[config.mk]
export PLATFORM = sky130hd
export DESIGN_NAME = rle_byte_encoder_unit
export DESIGN_NICKNAME = d
export VERILOG_FILES = /design/src/sv/rbe_pkg.sv /design/src/sv/rbe_emit.sv /design/src/sv/rle_byte_encoder_unit.sv
export SDC_FILE = /design/constraint.sdc
export NUM_CORES = 1
export LEC_CHECK = 0
export BUFFER_PORTS_ARGS = -buffer_cell sky130_fd_sc_hd__buf_4
export CAP_MARGIN = 20
export CELL_PAD_IN_SITES_DETAIL_PLACEMENT = 1
export CELL_PAD_IN_SITES_GLOBAL_PLACEMENT = 1
export CORE_UTILIZATION = 35
export DETAILED_ROUTE_END_ITERATION = 8
export HOLD_SLACK_MARGIN = 0.02
export PLACE_DENSITY_LB_ADDON = 0.1
export SYNTH_ARGS = -nofsm -noshare
export SYNTH_HDL_FRONTEND = slang
export SYNTH_HIERARCHICAL = 1
export SYNTH_SLANG_ARGS = --single-unit
[constraint.sdc]
create_clock -name i_clk -period 5.4 [get_ports i_clk]
set_clock_uncertainty 0.05 [all_clocks]
set_input_delay 0.54 -clock i_clk [delete_from_list [all_inputs] [get_ports i_clk]]
set_output_delay 0.54 -clock i_clk [all_outputs]
set_load 0.02 [all_outputs]
[src/sv/rbe_pkg.sv]
package rbe_pkg;

    // Width of the run and literal counters; it holds any block size up to 127.
    localparam int CNT_W = 7;

    // A literal block header is the literal count plus this offset.
    localparam logic [7:0] LIT_HEADER = 8'h80;

    // A run count byte carries the low seven bits of the run length.
    localparam logic [7:0] RUN_MASK = 8'h7F;

    // Input commands.
    localparam logic CMD_DATA = 1'b0;
    localparam logic CMD_END  = 1'b1;

    // One input item.
    typedef struct packed {
        logic       cmd;
        logic [7:0] data_byte;
    } t_in;

    // One result item.
    typedef struct packed {
        logic [7:0] out_byte;
        logic       last;
        logic       error;
    } t_out;

    // What one accepted item has to emit, in order: error, run, literal block.
    typedef struct packed {
        logic             err;
        logic             run_en;
        logic [CNT_W-1:0] run_len;
        logic [7:0]       run_byte;
        logic [CNT_W-1:0] lit_cnt;
    } t_plan;

    // Write into the literal store.
    typedef struct packed {
        logic             en;
        logic [CNT_W-1:0] addr;
        logic [7:0]       data;
    } t_wr;

endpackage

[src/sv/rbe_emit.sv]
module rbe_emit #(
    parameter int MAX_BLOCK = 63
) (
    input  logic          i_clk,
    input  logic          i_rst_n,
    input  logic          i_start,
    input  rbe_pkg::t_plan i_plan,
    input  rbe_pkg::t_wr  i_wr,
    output logic          o_busy,
    output logic          o_out_valid,
    input  logic          i_out_ready,
    output rbe_pkg::t_out o_out
);
    import rbe_pkg::*;

    localparam int AW = (MAX_BLOCK > 1) ? $clog2(MAX_BLOCK) : 1;

    typedef enum logic [5:0] {
        S_IDLE     = 6'b000001,
        S_ERR      = 6'b000010,
        S_RUN_CNT  = 6'b000100,
        S_RUN_VAL  = 6'b001000,
        S_LIT_HDR  = 6'b010000,
        S_LIT_DATA = 6'b100000
    } t_state;

    t_state           r_state, n_state;
    logic [CNT_W-1:0] r_run_len, n_run_len;
    logic [7:0]       r_run_byte, n_run_byte;
    logic [CNT_W-1:0] r_lit_cnt, n_lit_cnt;
    logic [AW-1:0]    r_idx, n_idx;
    logic [7:0]       r_rd_data;
    logic             r_out_valid, n_out_valid;
    t_out             r_out, n_out;

    logic [7:0]       mem [MAX_BLOCK];
    logic             w_out_free;
    logic             w_lit_end;

    assign w_out_free = !r_out_valid || i_out_ready;
    assign w_lit_end  = (CNT_W'(r_idx) + CNT_W'(1)) == r_lit_cnt;

    // Sequencer: one result byte is loaded whenever the output register is free.
    always_comb begin
        n_state     = r_state;
        n_run_len   = r_run_len;
        n_run_byte  = r_run_byte;
        n_lit_cnt   = r_lit_cnt;
        n_idx       = r_idx;
        n_out_valid = r_out_valid && !i_out_ready;
        n_out       = r_out;
        unique case (r_state)
            S_IDLE: begin
                if (i_start) begin
                    n_run_len  = i_plan.run_len;
                    n_run_byte = i_plan.run_byte;
                    n_lit_cnt  = i_plan.lit_cnt;
                    n_idx      = '0;
                    priority if (i_plan.err) begin
                        n_state = S_ERR;
                    end else if (i_plan.run_en) begin
                        n_state = S_RUN_CNT;
                    end else begin
                        n_state = S_LIT_HDR;
                    end
                end
            end
            S_ERR: begin
                if (w_out_free) begin
                    n_out_valid = 1'b1;
                    n_out       = '{out_byte: 8'h00, last: 1'b1, error: 1'b1};
                    n_state     = S_IDLE;
                end
            end
            S_RUN_CNT: begin
                if (w_out_free) begin
                    n_out_valid = 1'b1;
                    n_out       = '{out_byte: 8'(r_run_len) & RUN_MASK, last: 1'b0,
                                    error: 1'b0};
                    n_state     = S_RUN_VAL;
                end
            end
            S_RUN_VAL: begin
                if (w_out_free) begin
                    n_out_valid = 1'b1;
                    n_out       = '{out_byte: r_run_byte, last: (r_lit_cnt == '0),
                                    error: 1'b0};
                    n_state     = (r_lit_cnt == '0) ? S_IDLE : S_LIT_HDR;
                end
            end
            S_LIT_HDR: begin
                if (w_out_free) begin
                    n_out_valid = 1'b1;
                    n_out       = '{out_byte: 8'(r_lit_cnt) + LIT_HEADER, last: 1'b0,
                                    error: 1'b0};
                    n_state     = S_LIT_DATA;
                end
            end
            S_LIT_DATA: begin
                if (w_out_free) begin
                    n_out_valid = 1'b1;
                    n_out       = '{out_byte: r_rd_data, last: w_lit_end, error: 1'b0};
                    if (w_lit_end) begin
                        n_state = S_IDLE;
                    end else begin
                        n_idx = r_idx + AW'(1);
                    end
                end
            end
            default: begin
                n_state = S_IDLE;
            end
        endcase
    end

    // Control registers.
    always_ff @(posedge i_clk) begin
        if (!i_rst_n) begin
            r_state     <= S_IDLE;
            r_out_valid <= 1'b0;
            r_idx       <= '0;
        end else begin
            r_state     <= n_state;
            r_out_valid <= n_out_valid;
            r_idx       <= n_idx;
        end
    end

    // Payload registers.
    always_ff @(posedge i_clk) begin
        r_run_len  <= n_run_len;
        r_run_byte <= n_run_byte;
        r_lit_cnt  <= n_lit_cnt;
        r_out      <= n_out;
    end

    // Literal store. The read address is the next index, so the registered
    // read data always holds the entry at the current index.
    always_ff @(posedge i_clk) begin
        if (i_wr.en) begin
            mem[i_wr.addr[AW-1:0]] <= i_wr.data;
        end
        r_rd_data <= mem[n_idx];
    end

    assign o_busy      = (r_state != S_IDLE);
    assign o_out_valid = r_out_valid;
    assign o_out       = r_out;

endmodule

[src/sv/rle_byte_encoder_unit.sv]
// Run-length byte encoder in the PackBits style.
// Input channel i_in: one item per byte (cmd 0) or an end of stream (cmd 1).
// Output channel o_out: one encoded byte per item, with last on the final
// byte that an input item causes and error on the reply to an empty end.
// Both channels use valid and ready; an item moves when both are high.
// An input item that causes no result is simply accepted, and the next item
// may follow at once. An item that causes results drops o_in_ready while
// they are produced: the accept moves the sequencer out of idle, which
// then loads the first result into the output register and one result per
// cycle after it while the receiver takes them. Literal bytes come from a
// memory whose read address runs one step ahead, which sets that rate.
// A stalled receiver holds the output register and the sequencer waits;
// a new input item is accepted while the last result still waits to be taken.
// Reset (synchronous, active low) clears the run and literal state, the
// sequencer and the output valid flag; the literal store needs no
// clearing: an entry is read only once written in the same literal block.
module rle_byte_encoder_unit #(
    parameter int MAX_BLOCK = 63
) (
    input  logic          i_clk,
    input  logic          i_rst_n,
    input  logic          i_in_valid,
    output logic          o_in_ready,
    input  rbe_pkg::t_in  i_in,
    output logic          o_out_valid,
    input  logic          i_out_ready,
    output rbe_pkg::t_out o_out
);
    import rbe_pkg::*;

    localparam logic [CNT_W-1:0] MAX_CNT = CNT_W'(MAX_BLOCK);

    logic [7:0]       r_cur, n_cur;
    logic [CNT_W-1:0] r_run, n_run;
    logic [CNT_W-1:0] r_lit, n_lit;
    logic             r_have, n_have;

    logic             w_accept;
    logic             w_busy;
    logic             w_start;
    logic [CNT_W-1:0] w_lit_inc;
    t_plan            w_plan;
    t_wr              w_wr;

    assign w_accept  = i_in_valid && o_in_ready;
    assign w_lit_inc = r_lit + CNT_W'(1);

    // Per-item update of the run state, and the plan of what to emit.
    always_comb begin
        n_cur  = r_cur;
        n_run  = r_run;
        n_lit  = r_lit;
        n_have = r_have;
        w_plan = '0;
        w_wr   = '0;
        if (w_accept) begin
            if (i_in.cmd == CMD_DATA) begin
                priority if (!r_have) begin
                    n_cur  = i_in.data_byte;
                    n_run  = CNT_W'(1);
                    n_have = 1'b1;
                end else if (i_in.data_byte == r_cur && r_run < MAX_CNT) begin
                    n_run          = r_run + CNT_W'(1);
                    w_plan.lit_cnt = r_lit;
                    n_lit          = '0;
                end else if (r_run == CNT_W'(1)) begin
                    w_wr  = '{en: 1'b1, addr: r_lit, data: r_cur};
                    n_cur = i_in.data_byte;
                    if (w_lit_inc >= MAX_CNT) begin
                        w_plan.lit_cnt = w_lit_inc;
                        n_lit          = '0;
                    end else begin
                        n_lit = w_lit_inc;
                    end
                end else begin
                    w_plan.run_en   = 1'b1;
                    w_plan.run_len  = r_run;
                    w_plan.run_byte = r_cur;
                    n_cur           = i_in.data_byte;
                    n_run           = CNT_W'(1);
                end
            end else begin
                priority if (!r_have) begin
                    w_plan.err = 1'b1;
                end else if (r_run == CNT_W'(1)) begin
                    w_wr           = '{en: 1'b1, addr: r_lit, data: r_cur};
                    w_plan.lit_cnt = w_lit_inc;
                end else begin
                    w_plan.run_en   = 1'b1;
                    w_plan.run_len  = r_run;
                    w_plan.run_byte = r_cur;
                    w_plan.lit_cnt  = r_lit;
                end
                n_cur  = '0;
                n_run  = CNT_W'(1);
                n_lit  = '0;
                n_have = 1'b0;
            end
        end
    end

    assign w_start = w_accept && (w_plan.err || w_plan.run_en || (w_plan.lit_cnt != '0));

    // Run and literal state.
    always_ff @(posedge i_clk) begin
        if (!i_rst_n) begin
            r_cur  <= '0;
            r_run  <= CNT_W'(1);
            r_lit  <= '0;
            r_have <= 1'b0;
        end else begin
            r_cur  <= n_cur;
            r_run  <= n_run;
            r_lit  <= n_lit;
            r_have <= n_have;
        end
    end

    // Literal store, result sequencer and output register.
    rbe_emit #(
        .MAX_BLOCK (MAX_BLOCK)
    ) u_emit (
        .i_clk       (i_clk),
        .i_rst_n     (i_rst_n),
        .i_start     (w_start),
        .i_plan      (w_plan),
        .i_wr        (w_wr),
        .o_busy      (w_busy),
        .o_out_valid (o_out_valid),
        .i_out_ready (i_out_ready),
        .o_out       (o_out)
    );

    assign o_in_ready = !w_busy;

`ifndef SYNTH
    // With no pending byte the run and literal state are at their reset values.
    a_idle_state: assert property (@(posedge i_clk) disable iff (!i_rst_n)
        !r_have |-> (r_run == CNT_W'(1)) && (r_lit == '0))
        else $error("run state not cleared while no byte is pending");

    // The literal block never reaches the block size without being flushed.
    a_lit_bound: assert property (@(posedge i_clk) disable iff (!i_rst_n)
        r_lit < MAX_CNT)
        else $error("literal block holds the block size or more");

    // An end of stream always produces results, so input stalls next cycle.
    a_end_emits: assert property (@(posedge i_clk) disable iff (!i_rst_n)
        (w_accept && (i_in.cmd == CMD_END)) |=> !o_in_ready)
        else $error("end of stream accepted without results");

    // An error result is always the final result of its item.
    a_err_last: assert property (@(posedge i_clk) disable iff (!i_rst_n)
        (o_out_valid && o_out.error) |-> o_out.last)
        else $error("error result without last");
`endif

endmodule

Yosys cells after proc, flatten, opt, wreduce, memory -nomap -nowiden
Memory sizes are Yosys's and may differ from the RTL's. A register that Yosys moved wholly into a read port is not among the register bits.
Cells that the tools add are included.
Widths: inputs -> output; s select.
- logic and storage cells: 118
- RAM bits: 504
- input bits: 13
- memories: 1
- bits in registers: 68
- reduce and logical (&&, ||, !) cells: 22
- add/sub/neg operators: 5
- equality and inequality tests: 19
- $lt $le $gt $ge: 2
- mux-type cells: 56
- memory list (name ; depth ; width ; read ports ; clocked after memory_dff ; wr ports ; RTL line ; text):
    u_emit.mem ; 63 ; 8 ; 1 ; 1 ; 1 ; rbe_emit.sv:36 ; logic [7:0] mem [MAX_BLOCK];
- operators with widths (kind ; number):
    $mux 16 ; 8
    $mux 7 ; 13
    $mux 23 ; 3
    $mux 6 ; 11
    $mux 10 ; 5
    $pmux 10 s5 ; 1
    $pmux 6 s6 ; 1
    $mux 24 ; 1
    $mux 8 ; 3
    $add 7x1->7 const B ; 2
    $ne 2x1->1 const B ; 7
    $pmux 6 s2 ; 1
    $mux 5 ; 2
    $add 7x8->8 const B ; 1
    $eq 8x8->1 ; 1
    $add 6x1->7 const B ; 1
    $eq 7x1->1 const B ; 1
    $eq 7x7->1 ; 1
    $ge 7x6->1 const B ; 1
    $logic_not 7->1 ; 1
    $lt 7x6->1 const B ; 1
    $mux 1 ; 7
    $reduce_and 7->1 ; 1
    $reduce_bool 7->1 ; 1
    20 further kinds ; 29

Longest topological paths before layout
Gate-level depths: netlist (run 1).
- depth in word-level cells: 13
- mapped depth: 26

Cells and area by module
Netlist (run 1), hierarchy kept.
- modules (own cells, without submodules) (module ; sequential area each (um^2) ; cells each ; area an instance (um^2) ; times used):
    rbe_emit ; 16515.8 ; 1698 ; 22718.0 ; 1
    rle_byte_encoder_unit ; 460.4 ; 238 ; 1879.3 ; 1

Least setup slack after synthesis (run 1)
OpenSTA, ideal clock, no wires.
- path type: reg-to-reg
- start point: register u_emit.r_state[4]
- end point: register u_emit.r_rd_data[0], read port of u_emit.mem
- path buffers: 4
- data required time: 5.214 ns
- period minus slack after synthesis: 4.388 ns
- path slack: 1.012 ns
- arrival: 4.202 ns
- cell stages (with the launch flop): 24
- path through: dfxtp_1 -> nor3_1 -> and3_1 -> clkbuf_1 -> inv_1 -> inv_1 -> nand2_1 -> nor2_1 -> and3_1 -> clkbuf_1 -> a32o_1 -> a211oi_2 -> a41oi_2 -> a21oi_2 -> o31a_1 -> nand3_2 -> buf_2 -> buf_2 -> mux2i_1 -> mux2i_1 -> o22ai_1 -> a31oi_1 -> a32oi_1 -> o221ai_1
- RTL lines (item ; RTL line ; text):
    from (decl) ; rbe_emit.sv:27 ; t_state r_state, n_state;
    from (signal assigned) ; rbe_emit.sv:123 ; r_state <= n_state;
    to (decl) ; rbe_emit.sv:32 ; logic [7:0] r_rd_data;

Worst setup path after layout (run 1)
- start point: register r_lit[1]
- end point: register u_emit.r_rd_data[6], read port of u_emit.mem
- word-level cells in the longest chain between the ends: 13
- elaborated cells on any way between the ends: 15
- ends and longest elaborated chain (item ; RTL line ; text):
    from (decl) ; rle_byte_encoder_unit.sv:35 ; logic [CNT_W-1:0] r_lit, n_lit;
    from (signal assigned) ; rle_byte_encoder_unit.sv:114 ; r_lit <= n_lit;
    $add 7x1->7 ; rle_byte_encoder_unit.sv:46 ; assign w_lit_inc = r_lit + CNT_W'(1);
    $ge 7x6->1 ; rle_byte_encoder_unit.sv:69 ; if (w_lit_inc >= MAX_CNT) begin
    $mux 7 ; rle_byte_encoder_unit.sv:69 ;
    $mux 7 ; rle_byte_encoder_unit.sv:66 ; end else if (r_run == CNT_W'(1)) begin
    $mux 7 ; rle_byte_encoder_unit.sv:62 ; end else if (i_in.data_byte == r_cur && r_run < MAX_CNT) begin
    $mux 23 ; rle_byte_encoder_unit.sv:58 ; priority if (!r_have) begin
    $mux 23 * ; rle_byte_encoder_unit.sv:57 ; if (i_in.cmd == CMD_DATA) begin
    $mux 24 * ; rle_byte_encoder_unit.sv:56 ; if (w_accept) begin
    $reduce_bool 7->1 * ; rle_byte_encoder_unit.sv:102 ; assign w_start = w_accept && (w_plan.err || w_plan.run_en || (w_plan.lit_cnt != '0));
    $logic_or 1x1->1 * ; rle_byte_encoder_unit.sv:102 ;
    $logic_and 1x1->1 * ; rle_byte_encoder_unit.sv:102 ;
    named net w_start ; rle_byte_encoder_unit.sv:40 ; logic w_start;
    $mux 6 * ; rbe_emit.sv:54 ; if (i_start) begin
    $pmux 6 s2 * ; rbe_emit.sv:52 ; unique case (r_state)
Mark *: on every way through the listed nets, which the timed path passes. The rest lies on a longest branch.
A chain may end at the register's enable or synchronous reset.

==> results.cfg, run 1 <==
[clock_tree]
clk_latency_ns = 0.60
cts_buffers = 68
cts_tree = built
htree_num_levels = 3
clkTransAtPathRegs_ns = 0.06
clock_tree.buffer_depth = 3
root_buffer = clkbuf_16
clock_sinks = 580
ctsHoldBuffers = 0

[global_routing]
track_usage_pct = 21.1
grt_antenna_before_repair = 1
grt_pass1_vias = 16412
grt_max_degree = 64
grt-ovfl-total = 0
grt_pass1_wl_um = 110000

[worst_setup_path]
path_class = flip-flop to flip-flop
required_ns = 5.77
crit_arrival_ns = 5.50
crit_path_start_kind = flip-flop
crit_fanout = 45
cp-end-kind = flip-flop

[timing]
hold_violations = 0
period_needed_ns = 5.13
maxSlewHeadroom_pct = 28.0
period_share_pct = 94.9
tightest_slew_ns = 1.08
rsz0062_at_grt = no
fmax_mhz = 195
setup_slack_ns = 0.273
finalMaxSlewViolations = 0
setup_viol = 0

[routing]
first_iter_violations = 1253
ant_nets = 0
drc = 0
via_per_inst = 5.37
first_pass_iters = 6
wl_per_cell_um = 25.1
vias = 15885
wl_um = 74200

[power]
powerDensity_nw_per_um2 = 359
leakagePower_nw = 10.4
vdd_ir_drop_max_v = 0.000239

[final_layout]
n_fill_cell = 7120
postLayoutCoreUtil_pct = 40.9
drive_above_1_share_pct = 11.8
diodes = 0
nets = 1997
area_growth_pct = 14.9

[floorplanning]
dieHeight_um = 267
start_util_pct = 35.6
io_pins = 25
die_width_um = 267
die-area_um2 = 71300
num_rows = 96
core_um2 = 69100

[placement]
port_buffers = 24
place_ws_ns = -0.0150
hpwl_um = 46900
routabilityCongestion = 0.849

[logic_synthesis]
syn-mean-instance-area_um2 = 12.7
netlist_area_um2 = 24600
syn_nets = 1954
synth-warning-count = 6
netlist_instances = 1935

[outcome]
outcome = complete, no violations

[worst_hold_path]
min-delay-path-class = primary input to flip-flop

[run]
maxCapViolations = 0
-- stage by stage --
step	power (mW)	area [um^2]	cells	hold slack, ns	TNS, ns
finish	10.1	28300	2960	0.193	0
global route	10.5	28300	2960	0.198	0
CTS	10.3	28200	2958	0.164	0
detailed placement	5.68	26000	2837	0.456	-0.0150
global placement	5.66	26000	2837	0.450	-0.0637
floorplan	5.43	24600	1935	0.419	0
-- per-layer routing --
metal	wire, um	global-route usage (%)	up-vias
met2	34100	32.5	334
li1	-	-	7264
met4	1770	6.62	2
met1	35000	30.6	8184
met3	3310	3.00	101
met5	13	0	-
-- cell usage in the layout (no fill, tap or decap), drive strengths merged, types with 8 or more instances in the layout --
master	n
a21oi	42
xor2	13
o221ai	8
clkinv	21
and3	48
nor2b	8
a32o	10
nand3	200
inv	15
xnor2	9
clkbuf	91
dfxtp	44
nor2	95
or4	8
a31oi	21
o22ai	9
a311o	9
nor3	17
o211ai	9
mux2i	83
a21boi	15
buf	91
nand2	427
a311oi	10
a211oi	28
o21ai	18
and2	35
edfxtp	536
nand2b	12
-- worst paths after layout --
| check | end | from | slack (ns) | cells after the start |
|---|---|---|---|---|
| max reg2reg | u_emit/r_rd_data[6] | r_lit[1] | 0.27 | 19 |
| min reg2reg | r_cur[1] | r_cur[1] | 0.45 | 2 |
| max | u_emit/r_rd_data[6] | r_lit[1] | 0.27 | 19 |
| min | r_cur[1] | i_in[1] | 0.19 | 3 |
-- critical path: stages, from the launching register on --
cell	delay [ns]
dfxtp_1	0.49
ha_1	0.36
and3_1	0.22
nand3_1	0.10
xnor2_1	0.19
or2_2	0.32
o211ai_1	0.15
a21boi_0	0.32
a41oi_2	0.27
a21oi_2	0.21
buf_4	0.20
o31a_1	0.22
nand3_4	0.22
buf_12	0.26
nand2_1	0.09
and3_1	0.20
a311oi_1	0.07
a311o_1	0.40
a31oi_1	0.35
o211ai_1	0.22
-- sequential cells by signal, indices dropped and copies added, names as in the netlist --
register and count:
r_cur 8, r_have 1, r_lit 7, r_run 7, u_emit/mem 504, u_emit/o_out 10
u_emit/o_out_valid 1, u_emit/r_idx 6, u_emit/r_lit_cnt 7, u_emit/r_rd_data 8, u_emit/r_run_byte 8, u_emit/r_run_len 7
u_emit/r_state 6
-- power by group --
group | leakage (nW) | total, mW | internal (mW) | switching, mW
Clock | 1.07 | 4.55 | 2.74 | 1.81
Sequential | 5.99 | 4.99 | 4.93 | 0.0685
Combinational | 3.31 | 0.587 | 0.196 | 0.391
-- layout make-up --
class / count / area (um^2) / area share, %
clock inverters: 30 / 302 / 1.07
inverters: 15 / 56.3 / 0.199
well taps: 931 / 1160 / 4.12
clock buffers: 91 / 1890 / 6.70
multi-input cells: 1222 / 6990 / 24.7
flip-flops and latches: 580 / 17000 / 60.1
repair buffers: 91 / 875 / 3.10
-- what timing repair did --
action,in CTS,in global routing
cloned,0,1
pin swaps,0,1
resized for setup,1,4
setup buffers,0,1
endpoints found under the setup margin,1,7
Note: power is estimated with default switching activity, not from simulation.
==> run 2: changes to the inputs <==
CORE_MARGIN = 2   (was default)
REMOVE_ABC_BUFFERS = 1   (was default)
==> run 2 against run 1 <==
Compared with the run above: die area rose by 1.5%; worst setup slack worse by 0.051 ns; count of clock-buffer cells in the layout shrank 3; cell count grew 0.54%.
==> results.cfg, run 2 (synthesis gave the netlist of run 1 again) <==
[power]
vdd_ir_drop_max_v = 0.000244
leakagePower_nw = 10.4
combPwrFrac_pct = 5.8
powerDensity_nw_per_um2 = 354
seq_power_share_pct = 49.8
swShare_pct = 22.5
power_switching_mw = 2.25
p_int_mw = 7.77
clkPwrFrac_pct = 44.3

[worst_setup_path]
path_class = flip-flop to flip-flop
crit_arrival_ns = 5.58
cp-end-kind = flip-flop
worstRegToRegCells = 18
required_ns = 5.80
crit_path_start_kind = flip-flop
rrSetupSlack_ns = 0.22
reg2reg_to = u_emit/r_rd_data[2]
r2r_start = r_lit[1]
crit_fanout = 25

[clock_tree]
cts_tree = built
cts_buffers = 68
clock_tree.buffer_depth = 3
clk_latency_ns = 0.60
clock_sinks = 580
htree_num_levels = 3
root_buffer = clkbuf_16
clkTransAtPathRegs_ns = 0.06

[final_layout]
fin_area_um2 = 28300
nets = 2005
postLayoutCoreUtil_pct = 40.5
final_cells = 2976
drive_above_1_share_pct = 12.3
final_cell_mix = edfxtp_1 (536), nand2_1 (424), nand3_1 (196)
final_common_cell = edfxtp_1
area_growth_pct = 14.9
largest_reg_flops = 504

[timing]
setup_viol = 0
fmax_mhz = 193
period_share_pct = 95.9
maxSlewHeadroom_pct = 34.6
period_needed_ns = 5.18
setup_slack_ns = 0.222
rsz0062_at_grt = no
hold-worst-slack_ns = 0.193
finalMaxSlewViolations = 0
hold_violations = 0
tightest_slew_ns = 0.981

[floorplanning]
dieHeight_um = 269
core_um2 = 69800
die_width_um = 269
io_pins = 25
die-area_um2 = 72400
num_rows = 97
start_util_pct = 35.2

[routing]
via_per_inst = 5.32
dr_wl_met3_um = 3350
ant_nets = 0
first_iter_violations = 1226
highest_layer = met5
route.met2.wl_um = 34200
first_pass_iters = 5
wl_um = 74300
drc = 0
wl_met1_um = 35000
vias = 15842
wl_per_cell_um = 25.0

[worst_hold_path]
min_path_cells = 3
hold_end = r_cur[6]
hp-start = i_in[6]
min-delay-path-class = primary input to flip-flop

[placement]
place_ws_ns = 0.0745
place_area_um2 = 26100
routabilityCongestion = 0.806
hpwl_um = 47000
dp.cells = 2855
port_buffers = 24

[global_routing]
grt_pass1_wl_um = 110000
track_usage_pct = 20.8
grt-ovfl-total = 0
grt_max_degree = 65
grt_pass1_vias = 16462
grt_antenna_before_repair = 5

[run]
maxCapViolations = 0

[outcome]
outcome = complete, no violations
-- run 2: cell type report --
class	instances	area, um^2
multi-input cells	1222	7030
inverters	15	56.3
clock inverters	31	282
well taps	940	1180
flip-flops and latches	580	17000
clock buffers	88	1850
repair buffers	99	893
diodes	1	2.50
fillers	7286	41500
-- run 2: timing repair --
| action | 4_1_cts | 5_1_grt |
|---|---|---|
| setup buffers | 0 | 0 |
| hold buffers | 0 | 0 |
| resized for setup | 0 | 12 |
| endpoints found under the setup margin | 0 | 8 |
-- run 2: worst max path at each step --
| stage | slack, ns | endpoint | startpoint | cells after the start |
|---|---|---|---|---|
| 6_report | 0.22 | u_emit/r_rd_data[2] | r_lit[1] | 18 |
| 5_1_grt | 0.003 | u_emit/r_rd_data[5] | u_emit/r_state[4] | 20 |
| 4_1_cts | 0.04 | u_emit/r_rd_data[2] | r_lit[0] | 19 |
| 3_5_place_dp | 0.07 | u_emit/r_rd_data[3] | r_lit[0] | 19 |
| 3_3_place_gp | 0.07 | u_emit/r_rd_data[3] | r_lit[0] | 19 |
| 2_1_floorplan | -2.05 | u_emit/r_rd_data[6] | u_emit/r_state[4] | 17 |
-- run 2: power by group through the flow --
stage	clock network, mW	registers, mW	logic (mW)
3_3_place_gp	0	5.08	0.577
5_1_grt	4.74	5.00	0.641
6_report	4.44	4.99	0.586
4_1_cts	4.56	4.99	0.585
3_5_place_dp	0	5.09	0.580
2_1_floorplan	0	5.07	0.336
-- run 2: per-stage QoR --
stage | total power [mW] | TNS (ns)
6_report | 10.0 | 0
5_1_grt | 10.4 | 0
2_1_floorplan | 5.41 | -17.04
3_5_place_dp | 5.67 | 0
4_1_cts | 10.1 | 0
3_3_place_gp | 5.66 | 0
-- run 2: critical path, cell delays in order (launching register included) --
cell and delay (ns):
dfxtp_1 0.52, nand3_2 0.13, or3_4 0.38, a2111oi_4 0.39
nor2_2 0.13, o311ai_1 0.25, nand3_1 0.16, a41oi_2 0.39
a21oi_2 0.12, buf_4 0.21, o31a_1 0.34, nand3_4 0.21
buf_12 0.25, mux2i_1 0.26, mux2i_1 0.14, o22ai_1 0.36
a31oi_1 0.13, a32oi_1 0.36, o221ai_1 0.21
-- run 2: metal layers --
metal  vias up  track usage [%]
met1      8175             29.9
met5         -                0
met2       305             32.2
met3        89             3.20
met4         2             6.41
li1       7271                -
